==> src/design/gss_pkg.sv <==
// shared types and constants for the gauss-seidel solver
`timescale 1ns / 1ps
package gss_pkg;

  localparam int MAX_N = 16;
  localparam int IDX_W = $clog2(MAX_N);
  localparam int VALUE_WIDTH = 32;
  localparam int ACC_W = 64;
  localparam int QUO_W = 64;

  localparam logic [1:0] CMD_COEFF = 2'd0;
  localparam logic [1:0] CMD_RHS   = 2'd1;
  localparam logic [1:0] CMD_GUESS = 2'd2;
  localparam logic [1:0] CMD_START = 2'd3;

  localparam logic [1:0] ST_CONV  = 2'd0;
  localparam logic [1:0] ST_LIMIT = 2'd1;
  localparam logic [1:0] ST_ZDIAG = 2'd2;

  localparam logic [1:0] REG_SIZE = 2'd0;
  localparam logic [1:0] REG_TOL  = 2'd1;
  localparam logic [1:0] REG_MAXS = 2'd2;

  localparam logic [4:0]  SIZE_RST = 5'd16;
  localparam logic [30:0] TOL_RST  = 31'd66;
  localparam logic [27:0] MAXS_RST = 28'd200000000;

  localparam logic signed [63:0] ACC_MAX = 64'sh7FFF_FFFF_FFFF_FFFF;

  typedef struct packed {
    logic [1:0]         cmd;
    logic [3:0]         row;
    logic [3:0]         col;
    logic signed [31:0] value;
  } in_word_t;

  typedef struct packed {
    logic [3:0]         var_index;
    logic signed [31:0] solution;
    logic [1:0]         status;
    logic [28:0]        sweeps;
    logic               last;
  } out_word_t;

  // queue entry between front and back: start request with clipped size
  typedef struct packed {
    logic [IDX_W:0] n;
    logic [30:0]    tol;
    logic [27:0]    max_sweeps;
  } job_t;

endpackage

==> src/design/gss_front.sv <==
// front end: takes command words, writes stores, queues start requests
`timescale 1ns / 1ps
module gss_front (
  input  logic                clk,
  input  logic                rst_n,
  input  logic                start,
  input  gss_pkg::in_word_t   in_word,
  input  logic [4:0]          size_cfg,
  input  logic [30:0]         tol_cfg,
  input  logic [27:0]         maxs_cfg,
  input  logic                job_taken,
  input  logic                back_idle,
  output logic                busy,
  output logic                wr_en,
  output logic [1:0]          wr_sel,
  output logic [7:0]          wr_addr,
  output logic signed [31:0]  wr_data,
  output logic                job_valid,
  output gss_pkg::job_t       job
);

  logic          pend_r, pend_nxt;
  gss_pkg::job_t job_r, job_nxt;
  logic          acc;
  logic [4:0]    n_clip;

  assign busy = pend_r || !back_idle;
  assign acc  = start && !busy;

  always_comb begin
    if (size_cfg == 5'd0) begin
      n_clip = 5'd1;
    end else if (size_cfg > 5'(gss_pkg::MAX_N)) begin
      n_clip = 5'(gss_pkg::MAX_N);
    end else begin
      n_clip = size_cfg;
    end
  end

  assign wr_en   = acc && (in_word.cmd != gss_pkg::CMD_START);
  assign wr_sel  = in_word.cmd;
  assign wr_addr = (in_word.cmd == gss_pkg::CMD_COEFF) ? {in_word.row, in_word.col}
                                                       : {4'd0, in_word.row};
  assign wr_data = in_word.value;

  always_comb begin
    pend_nxt = pend_r;
    job_nxt  = job_r;
    if (job_taken) begin
      pend_nxt = 1'b0;
    end
    if (acc && in_word.cmd == gss_pkg::CMD_START) begin
      pend_nxt = 1'b1;
      job_nxt  = '{n: n_clip, tol: tol_cfg, max_sweeps: maxs_cfg};
    end
  end

  always_ff @(posedge clk) begin
    if (!rst_n) begin
      pend_r <= 1'b0;
    end else begin
      pend_r <= pend_nxt;
    end
    job_r <= job_nxt;
  end

  assign job_valid = pend_r;
  assign job       = job_r;

endmodule

==> config.mk <==
export PLATFORM = sky130hd
export DESIGN_NAME = gss_front
export DESIGN_NICKNAME = d
export VERILOG_FILES = /design/src/design/gss_pkg.sv /design/src/design/gss_front.sv
export SDC_FILE = /design/constraint.sdc
export NUM_CORES = 1
export LEC_CHECK = 0
export BUFFER_PORTS_ARGS = -buffer_cell sky130_fd_sc_hd__clkbuf_2
export CORE_AREA = 3 3 69 119
export DETAILED_ROUTE_END_ITERATION = 8
export DIE_AREA = 0 0 72 122
export PLACE_DENSITY_LB_ADDON = 0.05
export SLEW_MARGIN = 5
export SYNTH_ARGS = -nofsm -noshare
export SYNTH_HDL_FRONTEND = slang
export SYNTH_SLANG_ARGS = --single-unit
export TNS_END_PERCENT = 1
==> constraint.sdc <==
create_clock -name clk -period 3.6 [get_ports clk]
set_input_delay 0.18 -clock clk [delete_from_list [all_inputs] [get_ports clk]]
set_output_delay 0.18 -clock clk [all_outputs]
set_load 0.05 [all_outputs]
### Word level (Yosys, flattened, before mapping)

Cells that the tools add are included.

| word-level totals | value |
|---|---|
| flip-flop bits (word level) | 65 |
| output and inout bits | 109 |
| bits of input ports | 111 |
| logic and storage cells | 22 |

| cells by class | value |
|---|---|
| reductions and logical operators | 10 |
| mux-type cells | 4 |
| equal/unequal tests | 2 |
| magnitude comparators | 1 |

Operator list:

| kind | number |
|---|---|
| $mux 8 | 1 |
| $gt 5x5->1 const B | 1 |
| $logic_not 5->1 | 1 |
| $mux 5 | 1 |
| $logic_and 1x1->1 | 3 |
| $eq 2x2->1 const B | 1 |
| $logic_not 1->1 | 2 |
| $logic_not 2->1 | 1 |
| $mux 1 | 2 |
| $ne 2x2->1 const B | 1 |
| $reduce_bool 2->1 | 1 |
| $reduce_or 2->1 | 1 |
| $logic_or 1x1->1 | 1 |

### Longest topological paths before layout

Gate-level depths: netlist (run 1).

| depth | value |
|---|---|
| word-level depth | 6 |
| mapped depth | 4 |
| depth with buffers taken out | 4 |

### Worst setup path before layout (run 1)

No wires, ideal clock.

| path | value |
|---|---|
| kind | register to register |
| start point | register pend_r, in the netlist job_valid |
| end point | register job_r (netlist bit job[0]), enable pin |
| required time | 3.114 ns |
| library setup time | 0.486 ns |
| period minus slack after synthesis | 3.917 ns |
| path buffers | 0 |
| setup slack | -0.317 ns |
| data arrival time | 3.430 ns |
| cell stages (with the launch flop) | 3 |
| cell sequence | dfxtp_1 -> nand3b_1 -> nor2_1 |

| between the ends | value |
|---|---|
| word-level cells in the longest chain between the ends | 4 |

RTL lines:

| item | RTL line | text |
|---|---|---|
| from (decl) | gss_front.sv:22 | `logic pend_r, pend_nxt;` |
| from (signal assigned) | gss_front.sv:62 | `pend_r <= pend_nxt;` |
| $logic_or 1x1->1 | gss_front.sv:27 | `assign busy = pend_r \|\| !back_idle;` |
| $logic_not 1->1 | gss_front.sv:28 | `assign acc = start && !busy;` |
| $logic_and 1x1->1 | gss_front.sv:28 |  |
| $logic_and 1x1->1 | gss_front.sv:52 | `if (acc && in_word.cmd == gss_pkg::CMD_START) begin` |
| to (signal assigned) | gss_front.sv:64 | `job_r <= job_nxt;` |
| to (decl) | gss_front.sv:23 | `gss_pkg::job_t job_r, job_nxt;` |

No other way between the ends.
A chain may end at the register's enable or synchronous reset.

### Worst setup path after layout (run 1)

| path | value |
|---|---|
| start point | register pend_r, in the netlist job_valid |
| end point | register job_r (netlist bit job[17]), enable pin |

The elaborated chain is that of the path after synthesis.

==> flow_summary.json, run 1 <==
{
  "yosysTopAreaCellShare_pct": 80.0,
  "ctsLongestPathBuffers": 2,
  "seqPwrFrac_pct": 45.5,
  "cts_tree": "done",
  "synth_common_cells": "edfxtp_1, buf_4, and2_1",
  "period_minus_slack_ns": 2.00,
  "h-tree-depth": 3,
  "power_w": 0.00187,
  "vias": 1545,
  "worstMarginPinSlew_ns": 0.605,
  "portBuffers": 155,
  "final_nets": 373,
  "nFillCells": 672,
  "drtPass1Iterations": 4,
  "syn_avg_cell_area_sq_um": 18.9,
  "rows": 41,
  "period_share_pct": 55.6,
  "drt-total-wl_um": 6080,
  "crit_fanout": 49,
  "synth-edff-count": 64,
  "p_leak_nw": 1.50,
  "grt_pass1_wl_um": 8150,
  "yosysTopAreaCell": "edfxtp_1",
  "vias_per_cell": 4.40,
  "synth.area.top_cells": "edfxtp_1, buf_4, mux2_2",
  "max_freq_mhz": 500,
  "cp-end-kind": "flip-flop",
  "drc": 0,
  "root_buffer": "clkbuf_16",
  "switching_share_pct": 21.1,
  "clk_pin_slew_ns": 0.05,
  "finalSetupViolations": 0,
  "synth-seq-cells": 65,
  "drt_iter0_drc": 95,
  "syn_inst": 127,
  "cp-start-kind": "flip-flop",
  "initial_core_util_pct": 32.7,
  "cts_hold_buf": 0,
  "synth_cell_types": 19,
  "worstPathRequired_ns": 3.55,
  "yosysWarnings": 0,
  "status": "finished, final reports clean",
  "ant_nets": 0,
  "p_int_w": 0.00148,
  "core-area_sq_um": 7340,
  "syn_area_sq_um": 2400,
  "clock_sinks": 65,
  "power_per_cell_area_nw_per_um2": 558,
  "dieArea_sq_um": 8780,
  "ys_async_sr_fraction_pct": 0,
  "boundaryPins": 220,
  "crit_arrival_ns": 1.95,
  "drv_slew": 0,
  "ys.flop_type": "edfxtp_1",
  "critPathKind": "reg -> reg",
  "power_frac_comb_pct": 8.5,
  "avgRoutedWirePerCell_um": 17.3,
  "seqCellArea_sq_um": 1940,
  "first_global_vias": 1514,
  "grt_start_max_net_pins": 50,
  "rsz0062_at_grt": "no",
  "hold_ws_ns": 0.0308,
  "dieWidth_um": 72,
  "grt_remaining_overflow": 0,
  "finalWorstSetupSlack_ns": 1.60,
  "synthToLayoutAreaGrowth_pct": 39.8,
  "ys_seq_area_share_pct": 80.8,
  "place_ws_ns": 1.56,
  "ir_drop_mv": 0.196,
  "drive_above_1_share_pct": 68.3,
  "antenna_found_initial": 0,
  "fin_worst_skew_ns": 0.00507,
  "hold_class": "in -> reg",
  "slew_headroom_pct": 59.7,
  "hold_viol": 0,
  "power.share.clock_pct": 46.0,
  "postCtsSetupBuffers": 0,
  "post-synth-top-count-cell": "edfxtp_1",
  "die_h_um": 122,
  "utilization_pct": 45.8,
  "place_congestion": 0.673,
  "ctsResizeCount": 0,
  "hpwl_um": 4840,
  "fin_tns_setup_ns": 0,
  "power_switching_w": 0.000396,
  "grt_use_total_pct": 13.4,
  "numCtsBuffers": 9,
  "drv_cap": 0,
  "multi_input_area_sq_um": 201,
  "syn_nets": 240,
  "clkLatencyLatePin_ns": 0.32,
  "insertedDiodeCount": 0
}
logic make-up after synthesis:
logic type               count (synthesis)  share of synthesized area [%]
buffers and inverters                   37                           11.1
adder cells (fa/ha/maj)                  2                           1.04
AO/OA/AOI/OAI                            4                          0.937
AND/OR/NAND/NOR                         15                           4.22
flip-flops                              65                           80.8
multiplexers                             4                           1.87
final timing paths:
path	startpoint	end	slack, ns	depth (start not counted)
setup / recovery	job_valid	job[17]	1.60	3
hold / removal	maxs_cfg[26]	job[26]	0.03	1
setup reg to reg	job_valid	job[17]	1.60	3
hold reg to reg	job_valid	job_valid	0.52	2
state kept, by name, indices dropped and copies added (netlist names):
signal	cells
job	64
job_valid	1
critical path: stages, from the launching register on:
cell and delay, ns:
dfxtp_1 0.32, nand3b_1 0.24, nor2_4 0.44, buf_4 0.61
area by class of cell:
type | instances | area share (%)
clock buffers | 15 | 9.17
clock inverters | 1 | 0.149
inverters | 3 | 0.335
multi-input cells | 25 | 6.00
flip-flops and latches | 65 | 57.8
well taps | 86 | 3.20
repair buffers | 156 | 23.3
power groups by stage:
stage / Combinational (W) / Clock (W) / Sequential, W
floorplan: 0.000145 / 0 / 0.000912
global placement: 0.000161 / 0 / 0.000867
detailed placement: 0.000162 / 0 / 0.000867
CTS: 0.000162 / 0.000888 / 0.000852
global route: 0.000169 / 0.000921 / 0.000852
finish: 0.000160 / 0.000862 / 0.000852
metrics by stage:
stage	std cells	cell area [sq um]
after floorplan	127	2400
after global placement	335	3050
after detailed placement	335	3050
after CTS	351	3360
after global routing	351	3360
final	351	3360
metal layers:
layer / up-vias / GRT usage [%] / routed length [um]
met4: 0 / 9.88 / 238
met5: - / 0 / 0
met2: 127 / 23.9 / 3310
li1: 697 / - / -
met3: 32 / 5.37 / 689
met1: 689 / 11.6 / 1840
placed cells by master (no fill, tap or decap):
cell	instances
nand2_1	1
nand3_1	1
a21oi_1	2
dfxtp_1	1
or4_4	1
a21o_1	1
edfxtp_1	64
clkbuf_16	9
and2_2	1
inv_2	1
buf_4	1
clkinv_2	1
and2_1	6
inv_1	2
nand2b_1	1
nand3b_1	2
nor2_4	2
clkbuf_8	6
mux2_2	4
clkbuf_2	155
o21ai_0	1
ha_1	2
No activity file was read; power rests on OpenSTA's default activity.
==> inputs of run 2 (changes only) <==
--- a/config.mk
+++ b/config.mk
@@ -6,9 +6,9 @@
 export NUM_CORES = 1
 export LEC_CHECK = 0
 export BUFFER_PORTS_ARGS = -buffer_cell sky130_fd_sc_hd__clkbuf_2
-export CORE_AREA = 3 3 69 119
+export CORE_AREA = 3 3 65 113
 export DETAILED_ROUTE_END_ITERATION = 8
-export DIE_AREA = 0 0 72 122
+export DIE_AREA = 0 0 68 116
 export PLACE_DENSITY_LB_ADDON = 0.05
 export SLEW_MARGIN = 5
 export SYNTH_ARGS = -nofsm -noshare
==> constraint.sdc (replaced) <==
create_clock -name clk -period 2.05 [get_ports clk]
set_input_delay 0.1025 -clock clk [delete_from_list [all_inputs] [get_ports clk]]
set_output_delay 0.1025 -clock clk [all_outputs]
set_load 0.05 [all_outputs]
==> run 2 against run 1 <==
Die area decreased by 10%. Critical path depth unchanged. Core utilization increased by 14 points. Total power increased by 67%. Cell count increased by 15%. Wire length decreased by 1.1%. Flip-flop and latch count unchanged. Critical endpoint is now wr_en.
==> flow_summary.json, run 2 (synthesis gave the netlist of run 1 again) <==
{
  "portBuffers": 155,
  "numCtsBuffers": 9,
  "insertedDiodeCount": 0,
  "largest_reg_flops": 64,
  "nFillCells": 540,
  "rows": 39,
  "drv_slew": 0,
  "critical_path.cell_chain": "nand3b_1 -> a21oi_1 -> clkbuf_2",
  "final_nets": 432,
  "finalSetupViolations": 0,
  "period_share_pct": 69.9,
  "power_per_cell_area_nw_per_um2": 804,
  "clk_pin_slew_ns": 0.05,
  "worstMarginPinSlew_ns": 0.334,
  "max_freq_mhz": 698,
  "fin_tns_setup_ns": 0,
  "rsz0062_at_grt": "no",
  "worstPathRequired_ns": 1.95,
  "hold_start": "rst_n",
  "layout_commonest_cell": "clkbuf_2",
  "r2r-start": "job_valid",
  "period_minus_slack_ns": 1.43,
  "dieArea_sq_um": 7890,
  "hold_viol": 0,
  "ctsResizeCount": 0,
  "cp_top_family": "flip-flops",
  "reg2reg_slack_ns": 0.65,
  "ant_nets": 0,
  "root_buffer": "clkbuf_16",
  "drt-total-wl_um": 6010,
  "ir_drop_mv": 0.418,
  "die_h_um": 116,
  "cp_slowest_cell": "dfxtp_4",
  "core-area_sq_um": 6540,
  "grt_pass1_wl_um": 8490,
  "cp-start-kind": "flip-flop",
  "status": "finished, final reports clean",
  "grt_use_total_pct": 15.4,
  "vias": 1750,
  "crit_arrival_ns": 1.33,
  "dieWidth_um": 68,
  "drtPass1Iterations": 4,
  "cts_tree": "done",
  "grt_start_max_net_pins": 65,
  "hold_class": "in -> reg",
  "h-tree-depth": 3,
  "postCtsSetupBuffers": 0,
  "boundaryPins": 220,
  "grt_remaining_overflow": 0,
  "place_congestion": 0.736,
  "holdPathStages": 3,
  "slew_headroom_pct": 77.7,
  "max_stage_delay_ns": 0.34,
  "utilization_pct": 59.6,
  "rr_endpoint": "job[1]",
  "avgRoutedWirePerCell_um": 14.8,
  "synthToLayoutAreaGrowth_pct": 62.3,
  "reg2reg_depth": 3,
  "worst_hold_path.endpoint": "job_valid",
  "first_global_vias": 1817,
  "clock_sinks": 65,
  "cp-end-kind": "output port",
  "drc": 0,
  "p_leak_nw": 1.71,
  "clkLatencyLatePin_ns": 0.32,
  "drt_iter0_drc": 134,
  "antenna_found_initial": 0,
  "final_cell_mix": "clkbuf_2, edfxtp_1, dlygate4sd3_1",
  "vias_per_cell": 4.32,
  "ctsLongestPathBuffers": 2,
  "fin_worst_skew_ns": 0.00386,
  "critPathKind": "reg -> out",
  "drive_above_1_share_pct": 54.8,
  "initial_core_util_pct": 36.7,
  "drv_cap": 0,
  "crit_fanout": 4,
  "crit_buf_inv": 1
}
-- run 2: through the flow --
stage               worst slack, ns  power (W)  hold WS, ns  instances  instance area (sq um)
finish                        0.618    0.00313       0.0364        405                   3900
global route                  0.530    0.00327       0.0432        405                   3900
CTS                           0.584    0.00319       0.0230        405                   3900
detailed placement            0.576    0.00180        0.205        331                   3060
global placement              0.580    0.00180        0.205        331                   3060
floorplan                   0.00849    0.00185        0.201        127                   2410
-- run 2: where the power goes --
group	internal [W]	total, W	switching (W)
Combinational	0.000164	0.000371	0.000206
Clock	0.000793	0.00127	0.000474
Sequential	0.00149	0.00150	0.00000572
Total	0.00245	0.00313	0.000686
-- run 2: tightest hold or removal path, cell delays in order --
cell      delay (ns)
clkbuf_2        0.09
nand3b_1        0.06
o21ai_0         0.07
-- run 2: worst max path at each step --
stage / startpoint / end / slack, ns / depth (start not counted)
5_1_grt: job_valid / wr_en / 0.53 / 3
2_1_floorplan: job_valid / job[0] / 0.008 / 2
3_5_place_dp: size_cfg[0] / job[60] / 0.58 / 5
3_3_place_gp: size_cfg[1] / job[60] / 0.58 / 5
6_report: job_valid / wr_en / 0.62 / 3
4_1_cts: job_valid / wr_en / 0.58 / 3
-- run 2: area by class of cell --
cell class | count | area (sq um) | share of cell area [%]
Tap cell | 82 | 103 | 2.63
Clock buffer | 10 | 229 | 5.87
Multi-Input combinational cell | 25 | 201 | 5.17
Inverter | 3 | 11.3 | 0.289
Timing Repair Buffer | 215 | 1390 | 35.5
Sequential cell | 65 | 1950 | 49.9
Clock inverter | 5 | 23.8 | 0.610
-- run 2: per-layer routing --
metal / GRT usage (%) / vias up / share of wire, %
met5: 0 / - / 0
met1: 12.8 / 782 / 29
li1: - / 810 / -
met3: 8.34 / 16 / 13
met2: 27.7 / 142 / 56
met4: 8.23 / 0 / 2.0
-- run 2: repair_timing --
item	4_1_cts	5_1_grt
hold endpoints to repair	59	0
endpoints found under the setup margin	0	0
hold buffers	59	0
==> inputs of run 3 (changes only) <==
==> constraint.sdc (replaced) <==
create_clock -name clk -period 1.4 [get_ports clk]
set_input_delay 0.07 -clock clk [delete_from_list [all_inputs] [get_ports clk]]
set_output_delay 0.07 -clock clk [all_outputs]
set_load 0.05 [all_outputs]
==> run 3 against run 2 <==
Core utilization is 0.88 points higher. Clock skew hardly changed. Flip-flop and latch count stayed put. Clock-buffer cell count is 1 higher. Sequential power is 46% higher. Worst setup slack worse by 0.55 ns. Via count is 1.3% higher. Wire length is 3.2% higher. First-iteration DRC count is 13% lower. Global-route usage is 0.70 points higher. Cell count is 1.5% higher.
==> flow_summary.json, run 3 (synthesis gave the netlist of run 1 again) <==
{
  "worstMarginPinSlew_ns": 0.307,
  "layout_commonest_cell": "clkbuf_2",
  "drtPass1Iterations": 4,
  "drv_slew": 0,
  "hold_class": "in -> reg",
  "die_h_um": 116,
  "period_share_pct": 95.0,
  "drv_cap": 0,
  "finalSetupViolations": 0,
  "dieArea_sq_um": 7890,
  "ant_nets": 0,
  "grtUsageMet3_pct": 9.02,
  "avgRoutedWirePerCell_um": 15.1,
  "drive_above_1_share_pct": 55.3,
  "finalWorstSetupSlack_ns": 0.0706,
  "p_leak_nw": 1.75,
  "insertedDiodeCount": 0,
  "largest_reg_flops": 64,
  "slew_headroom_pct": 79.6,
  "grt_pass1_wl_um": 8950,
  "rows": 39,
  "final_nets": 437,
  "power.share.clock_pct": 40.9,
  "h-tree-depth": 3,
  "cp-end-kind": "output port",
  "numCtsBuffers": 9,
  "place_congestion": 0.720,
  "core-area_sq_um": 6540,
  "synthToLayoutAreaGrowth_pct": 64.7,
  "gr-max-usage-layer": "met2",
  "final_cell_mix": "clkbuf_2, edfxtp_1, dlygate4sd3_1",
  "cts_tree": "done",
  "grt_use_met2_pct": 27.7,
  "period_minus_slack_ns": 1.33,
  "rsz0062_at_grt": "no",
  "drt_iter0_drc": 117,
  "fin_worst_skew_ns": 0.00392,
  "grt_util_met1_pct": 14.0,
  "power_switching_w": 0.00103,
  "crit_arrival_ns": 1.26,
  "multi_input_area_sq_um": 201,
  "worstPathRequired_ns": 1.33,
  "drc": 0,
  "hold_viol": 0,
  "crit_fanout": 4,
  "grt_start_max_net_pins": 27,
  "power_frac_comb_pct": 11.9,
  "initial_core_util_pct": 36.7,
  "antenna_found_initial": 0,
  "vias": 1773,
  "status": "finished, final reports clean",
  "hpwl_um": 4540,
  "vias_per_cell": 4.31,
  "p_int_w": 0.00360,
  "power_per_cell_area_nw_per_um2": 1170,
  "seqPwrFrac_pct": 47.2,
  "seqCellArea_sq_um": 1950,
  "place_ws_ns": -0.0480,
  "clock_sinks": 65,
  "cp-start-kind": "flip-flop",
  "first_global_vias": 1881,
  "clk_pin_slew_ns": 0.05,
  "grt_remaining_overflow": 0,
  "portBuffers": 155,
  "switching_share_pct": 22.3,
  "root_buffer": "clkbuf_16",
  "max_freq_mhz": 752,
  "ctsLongestPathBuffers": 2,
  "clkLatencyLatePin_ns": 0.32,
  "reg2reg_slack_ns": 0.10,
  "dieWidth_um": 68,
  "nFillCells": 516,
  "boundaryPins": 220,
  "ir_drop_mv": 0.717,
  "grt_use_total_pct": 16.1,
  "drt-total-wl_um": 6200,
  "critPathKind": "reg -> out",
  "hold_ws_ns": 0.0170
}
## run 3: cell count changes in the layout (fill, tap and decap cells not counted)
cell / previous run / this run
dlygate4sd3_1: 59 / 60
buf_12: 1 / 2
buf_4: 0 / 4
clkinvlp_4: 1 / 0
clkbuf_2: 155 / 154
clkbuf_1: 1 / 2
clkinv_1: 3 / 2
clkinv_2: 1 / 3
## run 3: final timing paths
path	start	end	depth (start not counted)
worst max-delay path	job_valid	wr_en	3
worst min-delay path	job_taken	job_valid	3
worst max register to register	job_valid	job[56]	3
worst min register to register	job_valid	job_valid	2
## run 3: area by class of cell
cell class / instances / area share [%]
inverters: 3 / 0.285
flip-flops and latches: 65 / 49.2
clock buffers: 11 / 5.88
multi-input cells: 25 / 5.09
clock inverters: 5 / 0.569
well taps: 82 / 2.59
repair buffers: 220 / 36.4
## run 3: routing by layer
| layer | up-vias | share of wire (%) |
|---|---|---|
| met2 | 153 | 55 |
| met3 | 24 | 13 |
| li1 | 822 | - |
| met5 | - | 0 |
| met4 | 0 | 3.8 |
| met1 | 774 | 29 |
## run 3: per-stage QoR
| stage | utilization (%) | std cells | cell area [sq um] | setup TNS, ns | power [W] |
|---|---|---|---|---|---|
| 3_3_place_gp | 47.4 | 335 | 3100 | -0.0414 | 0.00264 |
| 2_1_floorplan | - | 127 | 2410 | -41.15 | 0.00272 |
| 4_1_cts | 60.5 | 411 | 3960 | 0 | 0.00470 |
| 6_report | 60.5 | 411 | 3960 | 0 | 0.00464 |
| 5_1_grt | 60.5 | 411 | 3960 | 0 | 0.00484 |
| 3_5_place_dp | 47.4 | 335 | 3100 | -0.0576 | 0.00265 |
## run 3: worst max-delay path, stage by stage (launching register included)
cell and delay [ns]:
dfxtp_4 0.34, nand3b_1 0.23, a21oi_1 0.16, buf_4 0.21
## run 3: power groups by stage
stage / logic, W / clock network, W / registers, W
2_1_floorplan: 0.000374 / 0 / 0.00234
3_3_place_gp: 0.000416 / 0 / 0.00223
3_5_place_dp: 0.000420 / 0 / 0.00223
4_1_cts: 0.000558 / 0.00195 / 0.00219
5_1_grt: 0.000592 / 0.00205 / 0.00219
6_report: 0.000553 / 0.00189 / 0.00219
## run 3: timing repair
action                                  4_1_cts  5_1_grt
pin swaps                                     0        1
endpoints found under the hold margin        60        0
resized for setup                             1        1
endpoints found under the setup margin        1        5
setup buffers                                 0        0
hold buffers                                 60        0
